### config.mk
export PLATFORM = sky130hd
export DESIGN_NAME = tcw_ctrl
export DESIGN_NICKNAME = d
export VERILOG_FILES = /design/src/hdl/tcw_pkg.sv /design/src/hdl/tcw_ctrl.sv
export SDC_FILE = /design/constraint.sdc
export NUM_CORES = 1
export LEC_CHECK = 0
export BUFFER_PORTS_ARGS = -buffer_cell sky130_fd_sc_hd__clkbuf_2
export CORE_AREA = 4 4 41 43
export DETAILED_ROUTE_END_ITERATION = 16
export DIE_AREA = 0 0 45 47
export PLACE_DENSITY = 0.54
export SLEW_MARGIN = 10
export SYNTH_ARGS = -nofsm -noshare
export SYNTH_HDL_FRONTEND = slang
export SYNTH_SLANG_ARGS = --single-unit
### constraint.sdc
create_clock -name aclk -period 2.4 [get_ports aclk]
set_input_delay 0.12 -clock aclk [delete_from_list [all_inputs] [get_ports aclk]]
set_output_delay 0.12 -clock aclk [all_outputs]
set_load 0.01 [all_outputs]
### src/hdl/tcw_pkg.sv
`timescale 1ns / 1ps
// ----------------------------------------------------------------------------
// tcw_pkg
// Shared geometry, codes and controller/datapath interface types for the
// text console writer.
// ----------------------------------------------------------------------------
package tcw_pkg;

    localparam int COLUMNS    = 80;
    localparam int ROWS       = 25;
    localparam int TAB_WIDTH  = 8;
    localparam int CELL_COUNT = ROWS * COLUMNS;

    localparam int ADDR_W = $clog2(CELL_COUNT);
    localparam int CNT_W  = $clog2(CELL_COUNT + 1);
    localparam int COL_W  = $clog2(COLUMNS + TAB_WIDTH);
    localparam int ROW_W  = $clog2(ROWS + 1);

    localparam int CHAR_W    = 8;
    localparam int ATTR_W    = 8;
    localparam int CELL_W    = CHAR_W + ATTR_W;
    localparam int POS_W     = 11;
    localparam int INDEX_W   = 11;
    localparam int CFG_IDX_W = 4;
    localparam int S_TDATA_W = 24;
    localparam int M_TDATA_W = 32;

    localparam logic [CHAR_W-1:0] CH_TAB = 8'd9;
    localparam logic [CHAR_W-1:0] CH_LF  = 8'd10;
    localparam logic [CHAR_W-1:0] CH_CR  = 8'd13;

    localparam logic [ATTR_W-1:0] ATTR_RESET = 8'h07;

    localparam logic [CFG_IDX_W-1:0] CFG_TEXT_ATTR  = 4'd0;
    localparam logic [CFG_IDX_W-1:0] CFG_BLANK_ATTR = 4'd1;

    typedef enum logic [1:0] {
        SWEEP_NONE,
        SWEEP_CLEAR,
        SWEEP_SCROLL
    } sweep_t;

    typedef struct packed {
        logic   load_item;
        logic   exec;
        sweep_t sweep;
        logic   cnt_clr;
        logic   out_load;
    } tcw_cmd_t;

    typedef struct packed {
        logic op_read;
        logic need_scroll;
        logic cnt_last_cell;
        logic cnt_end;
    } tcw_sts_t;

    function automatic logic [ADDR_W-1:0] cell_addr(input logic [ROW_W-1:0] row,
                                                    input logic [COL_W-1:0] col);
        return ADDR_W'(int'(row) * COLUMNS + int'(col));
    endfunction

endpackage

### src/hdl/tcw_ctrl.sv
`timescale 1ns / 1ps
// ----------------------------------------------------------------------------
// tcw_ctrl
// Sequencer: reset clear pass, request decode, scroll sweep and result hand-off.
// ----------------------------------------------------------------------------
module tcw_ctrl (
    input  logic              aclk,
    input  logic              aresetn,
    input  logic              s_tvalid,
    output logic              s_tready,
    output logic              m_tvalid,
    input  logic              m_tready,
    input  tcw_pkg::tcw_sts_t sts,
    output tcw_pkg::tcw_cmd_t cmd
);
    import tcw_pkg::*;

    typedef enum logic [2:0] {
        ST_CLEAR,
        ST_IDLE,
        ST_EXEC,
        ST_SCROLL,
        ST_DONE
    } state_t;

    state_t state_reg, state_next;
    logic   m_tvalid_reg, m_tvalid_next;

    always_comb begin
        state_next    = state_reg;
        cmd           = '0;
        cmd.sweep     = SWEEP_NONE;
        unique case (state_reg)
            ST_CLEAR: begin
                cmd.sweep = SWEEP_CLEAR;
                if (sts.cnt_last_cell) begin
                    state_next = ST_IDLE;
                end
            end
            ST_IDLE: begin
                cmd.cnt_clr = 1'b1;
                if (s_tvalid) begin
                    cmd.load_item = 1'b1;
                    state_next    = ST_EXEC;
                end
            end
            ST_EXEC: begin
                cmd.exec   = 1'b1;
                state_next = sts.need_scroll ? ST_SCROLL : ST_DONE;
            end
            ST_SCROLL: begin
                cmd.sweep = SWEEP_SCROLL;
                if (sts.cnt_end) begin
                    state_next = ST_DONE;
                end
            end
            ST_DONE: begin
                if (!m_tvalid_reg || m_tready) begin
                    cmd.out_load = 1'b1;
                    state_next   = ST_IDLE;
                end
            end
            default: state_next = ST_CLEAR;
        endcase
    end

    always_comb begin
        m_tvalid_next = m_tvalid_reg;
        if (cmd.out_load) begin
            m_tvalid_next = 1'b1;
        end else if (m_tready) begin
            m_tvalid_next = 1'b0;
        end
    end

    always_ff @(posedge aclk) begin
        if (!aresetn) begin
            state_reg    <= ST_CLEAR;
            m_tvalid_reg <= 1'b0;
        end else begin
            state_reg    <= state_next;
            m_tvalid_reg <= m_tvalid_next;
        end
    end

    assign s_tready = (state_reg == ST_IDLE);
    assign m_tvalid = m_tvalid_reg;

    a_no_accept_in_sweep: assert property (@(posedge aclk) disable iff (!aresetn)
        (state_reg == ST_CLEAR || state_reg == ST_SCROLL) |-> !s_tready)
        else $error("request accepted during store sweep");

    a_scroll_entry: assert property (@(posedge aclk) disable iff (!aresetn)
        (state_reg == ST_SCROLL && $past(state_reg) != ST_SCROLL) |->
        ($past(state_reg) == ST_EXEC && $past(sts.need_scroll)))
        else $error("scroll started without overflow");

    a_no_result_overwrite: assert property (@(posedge aclk) disable iff (!aresetn)
        cmd.out_load |-> (!m_tvalid_reg || m_tready))
        else $error("pending result overwritten");

endmodule

# [Word level (Yosys, flattened, before mapping)]
# Cells that the tools add are included.
[word_totals] register_bits=4 latch_bits=0 ram_bits=0 mem_bits_ro=0 input_bits=8 elab_cells=30 memories=0
[classes] addsub=0 multipliers=0 n_div=0 order_cmp=0 eq_ne=8 n_shift=0 muxes=15 bitwise_logic=0 reduce_logical=5
[op_table] cell="3-bit two-way mux" n=5
[op_table] cell="3-bit case mux with 5 select lines" n=1
[op_table] cell="1-bit two-way mux" n=8
[op_table] cell="2-bit inequality test (second input constant)" n=4
[op_table] cell="3-bit by 2-bit == test with 1-bit output (second input constant)" n=2
[op_table] cell="2-bit case mux with 2 select lines" n=1
[op_table] cell="4-bit AND reduction" n=1
[op_table] cell="3-bit by 1-bit == test with 1-bit output (second input constant)" n=1
[op_table] cell="3-bit == test (second input constant)" n=1
[op_table] cell="3-bit logical NOT" n=1
[op_table] cell="2-bit nonzero test" n=1
[op_table] cell="1-bit logical NOT" n=1
[op_table] cell="1-bit logical OR" n=1

# [Longest topological paths before layout]
[logic_depth] ltp_word=5 ltp_mapped=4 depth_no_buf=3

# [Least setup slack after synthesis]
# No wires, ideal clock.
[synth_path] kind="register -> output" from="register state_reg[1]" to="output cmd[5] (netlist name)" t_arrival_ps=974 path_slack_ps=1306 stages_incl_launch_ff=4 n_path_buf=1 path_cell_list="dfxtp_1 > buf_2 > nor3b_2 > and2_1"
[synth_lines] element="start: declaration" line="tcw_ctrl.sv:26" rtl="state_t state_reg, state_next;"
[synth_lines] element="start signal: assignment" line="tcw_ctrl.sv:81" rtl="state_reg <= state_next;"
[synth_lines] element="end: declaration" line="tcw_ctrl.sv:14" rtl="output tcw_pkg::tcw_cmd_t cmd"

==> reports/summary.md <==
The flow ran to the end, and the final reports show no timing, DRC or antenna violations. For the number of distinct library cells after synthesis, the log shows 24. The cell area after technology mapping was 300 µm²; the wire length of the first global-routing pass was 1200 µm.

The data arrival at the endpoint of the critical path was 1300 ps; the routability congestion estimate was 0.702. The clock arrives with 1.91 ps of skew. In this run the static leakage power is 0.174 nW.

Once the clock tree was built, the setup fixing pass inserted 0 buffers. The final-stage net count was 59. The later pin in the worst-skew pair is clocked with a latency of 240 ps. Cell type contributing the most total cell area after synthesis: sky130_fd_sc_hd__dfxtp_1. The type of the most critical hold path was primary input to flop. After detailed routing, the number of remaining DRC violations is 0.

Counting the buffers created by CTS gives 3. The number of clock sinks was 4. The clock period minus worst slack was 1420 ps; the clock-pin slew on the worst setup and hold paths was 40 ps. The critical path goes through nor3b_2 -> and2_1 -> clkbuf_2. The first routing iteration left 2 violations. In this run the vertical extent of the chip is 47 µm.

Data on the critical path is required at its endpoint by 2280 ps. The cell sitting at the root of the clock tree is a sky130_fd_sc_hd__clkbuf_4. The tools report the initial antenna violation count as 0. Internal power comes to 0.149 mW. The run gives 978 ps as the setup slack after layout.

For this run, the top clock speed supported by timing is 0.703 GHz. The number of global-route vias before repair was 262; the number of storage elements in the synthesis netlist was 4. The number of failing hold endpoints at the final stage was 0. In the finished design, the share of the clock period the worst path needs comes to 59.2%.

The initialized floorplan defines 13 standard-cell rows. The fraction of power spent switching nets works out to 29.4%. The worst-case IR drop observed on VDD is 0.245 mV.

The vias after detailed routing is 293, and the initial core utilization is 23.1%. Total half-perimeter wirelength after legalization and detailed placement: 514 µm. Buffers inserted to repair hold after CTS numbered 0. The remaining number of nets flagged by the antenna check after routing is 0. The type of element capturing the critical path is an output port.

The portion of total power attributed to the clock network came out at 42.5%. Per report_power, the sequential group accounts for 37.8% of the total. The analysis attributes to net switching a power of 0.0619 mW.

Counting along the longest clock path gives a buffer depth of 2. The largest net degree at the start of global routing came out at 14. In this design, the stage delay of the slowest critical-path cell is 520 ps. Mean routed wirelength per cell: 11.0 µm. The run gives 0 as the total of max-cap violations.

The tools report the fill cell total of the finished layout as 155. The repair_antennas step left the layout with diodes totalling 0. Input and output buffers added on the ports amount to 14.

In this run the biggest area consumer among cell types represents 26.7% of the synthesized area. TritonCTS built the clock tree. The portion of the post-synthesis area used by sequential elements was 26.7%; the mean cell area of the mapped netlist was 8.12 µm². Along the worst path, the maximum fanout reaches 13. The number of nets handed over by synthesis was 45. In this run, post-CTS repair resized a total of 0 instances. The run gives 19.7% as the power share of the combinational group. The run gives 37 as the number of cells produced by synthesis. The run gives 1220 ps as the worst setup slack before clock tree synthesis. In this run the horizontal extent of the chip is 45 µm. In this run the standard cell core region covers 0.00130 mm².

Yosys printed 0 warnings. After detailed routing, the total wire length is 706 µm. During I/O placement, the number of pins put on the boundary was 16. The power density over the cells came out at 566 mW/mm².

Setup repair after global routing left no endpoint under its margin. The flip-flop count of the largest register, all copies and words added is 3. The nature of the critical path startpoint is a flop. Per-cell via count in the routed design: 4.58.

The tools report the residual overflow from global routing as 0. The critical path is of the flop to output port type. The number of slew-limit violations in the final report came out at 0. Yosys attributes the largest share of cell area to sky130_fd_sc_hd__dfxtp_1 27%, sky130_fd_sc_hd__nor2b_1 8.3%, sky130_fd_sc_hd__buf_4 7.5%. The area growth from synthesis to layout is 24.2%. Measured against its own limit, the worst slew margin works out to 72.8%.

For the area enclosed by the die boundary, the log shows 0.00212 mm². The logs give 0 for the final setup violation count and 2 for the detailed-router iteration count before antenna repair. The overall track demand over capacity in global routing is 8.29%, and the slew at the pin closest to its max-slew limit is 407 ps. The tools report the depth of the CTS H-tree as 1.

The worst-path cell with the longest stage delay was sky130_fd_sc_hd__dfxtp_1. For the final routed database, the setup TNS stands at 0 ps. The layout cell share with drive strength beyond 1 came out at 38.8%.
-- per-layer routing --
metal | part of all wire [%] | vias to the layer above | wire length, µm | track usage, %
met1 | 52 | 129 | 367 | 10.5
met5 | 0 | - | 0 | 0
met3 | 5.5 | 2 | 39 | 2.68
met2 | 42 | 8 | 293 | 10.5
met4 | 0.85 | 0 | 6 | 8.77
li1 | - | 154 | - | -
-- Yosys cell counts --
| master | n |
|---|---|
| sky130_fd_sc_hd__a21boi_1 | 1 |
| sky130_fd_sc_hd__a21oi_1 | 3 |
| sky130_fd_sc_hd__a31o_1 | 1 |
| sky130_fd_sc_hd__and2_1 | 2 |
| sky130_fd_sc_hd__and3_1 | 1 |
| sky130_fd_sc_hd__buf_2 | 1 |
| sky130_fd_sc_hd__buf_4 | 3 |
| sky130_fd_sc_hd__buf_6 | 1 |
| sky130_fd_sc_hd__dfxtp_1 | 4 |
| sky130_fd_sc_hd__inv_4 | 1 |
| sky130_fd_sc_hd__nand2_1 | 1 |
| sky130_fd_sc_hd__nand2b_1 | 1 |
| sky130_fd_sc_hd__nand3_1 | 1 |
| sky130_fd_sc_hd__nand3b_1 | 1 |
| sky130_fd_sc_hd__nor2_1 | 2 |
| sky130_fd_sc_hd__nor2b_1 | 4 |
| sky130_fd_sc_hd__nor3_1 | 2 |
| sky130_fd_sc_hd__nor3b_1 | 1 |
| sky130_fd_sc_hd__nor3b_2 | 1 |
| sky130_fd_sc_hd__nor4_1 | 1 |
| sky130_fd_sc_hd__o211a_1 | 1 |
| sky130_fd_sc_hd__o211ai_1 | 1 |
| sky130_fd_sc_hd__o21ai_0 | 1 |
| sky130_fd_sc_hd__o41a_1 | 1 |
-- worst max-delay path, delay by kind of cell (launching register included) --
family                 cells  cell delay [ps]
buffers and inverters      1              120
flip-flops                 1              520
AND/OR/NAND/NOR            2              420
-- layout by cell type, fill, tap and decap left out, drive strengths merged --
| master | synthesis | routed |
|---|---|---|
| clkbuf | 0 | 17 |
| nor2b | 4 | 4 |
| dfxtp | 4 | 4 |
| a21oi | 3 | 3 |
| nor3 | 2 | 2 |
| and2 | 2 | 2 |
| nor2 | 2 | 2 |
| nor3b | 2 | 2 |
| inv | 1 | 1 |
| nor4 | 1 | 1 |
| and3 | 1 | 1 |
| nand3 | 1 | 1 |
| o211ai | 1 | 1 |
| a21boi | 1 | 1 |
| o21ai | 1 | 1 |
| nand3b | 1 | 1 |
| nand2 | 1 | 1 |
| a31o | 1 | 1 |
| nand2b | 1 | 1 |
| o41a | 1 | 1 |
| o211a | 1 | 1 |
-- per-stage QoR --
stage	hold WS, ps	power (mW)	area (µm²)	util [%]	cells
6_report	135	0.211	373	28.7	64
3_3_place_gp	385	0.123	350	26.9	61
2_1_floorplan	243	0.111	300	-	37
3_5_place_dp	385	0.123	350	26.9	61
5_1_grt	168	0.226	373	28.7	64
4_1_cts	133	0.215	373	28.7	64
-- layout make-up --
class                      instances  area [µm²]  share of cell area, %
multi-input combinational         27         175                   47.0
sequential                         4        80.1                   21.5
timing repair buffer              14        70.1                   18.8
clock buffer                       3        22.5                   6.04
tap                               15        18.8                   5.03
inverter                           1        6.26                   1.68
-- worst paths after layout --
path	from	slack (ps)	end	depth (start not counted)
worst max register to register	state_reg[1]$_SDFFE_PN0P_	1210	state_reg[0]$_SDFFE_PN0P_	3
worst min register to register	state_reg[0]$_SDFFE_PN0P_	640	state_reg[1]$_SDFFE_PN0P_	2
worst max-delay path	state_reg[0]$_SDFFE_PN0P_	980	cmd[5]	3
worst min-delay path	aresetn	140	state_reg[1]$_SDFFE_PN0P_	3
-- cells by family (layout without fill, tap and decap cells) --
family | Yosys count | after routing | share of synthesized area [%]
simple gates | 18 | 18 | 36.7
compound gates | 9 | 9 | 21.7
buf+inv | 6 | 18 | 15.0
flops | 4 | 4 | 26.7
-- power by group through the flow --
| stage | logic, mW | clock network, mW | registers, mW |
|---|---|---|---|
| after floorplan | 0.0373 | 0 | 0.0735 |
| after global placement | 0.0421 | 0 | 0.0809 |
| after detailed placement | 0.0422 | 0 | 0.0809 |
| after CTS | 0.0424 | 0.0935 | 0.0796 |
| after global routing | 0.0469 | 0.0979 | 0.0812 |
| final | 0.0416 | 0.0896 | 0.0797 |
Note: power is estimated with default switching activity, not from simulation.
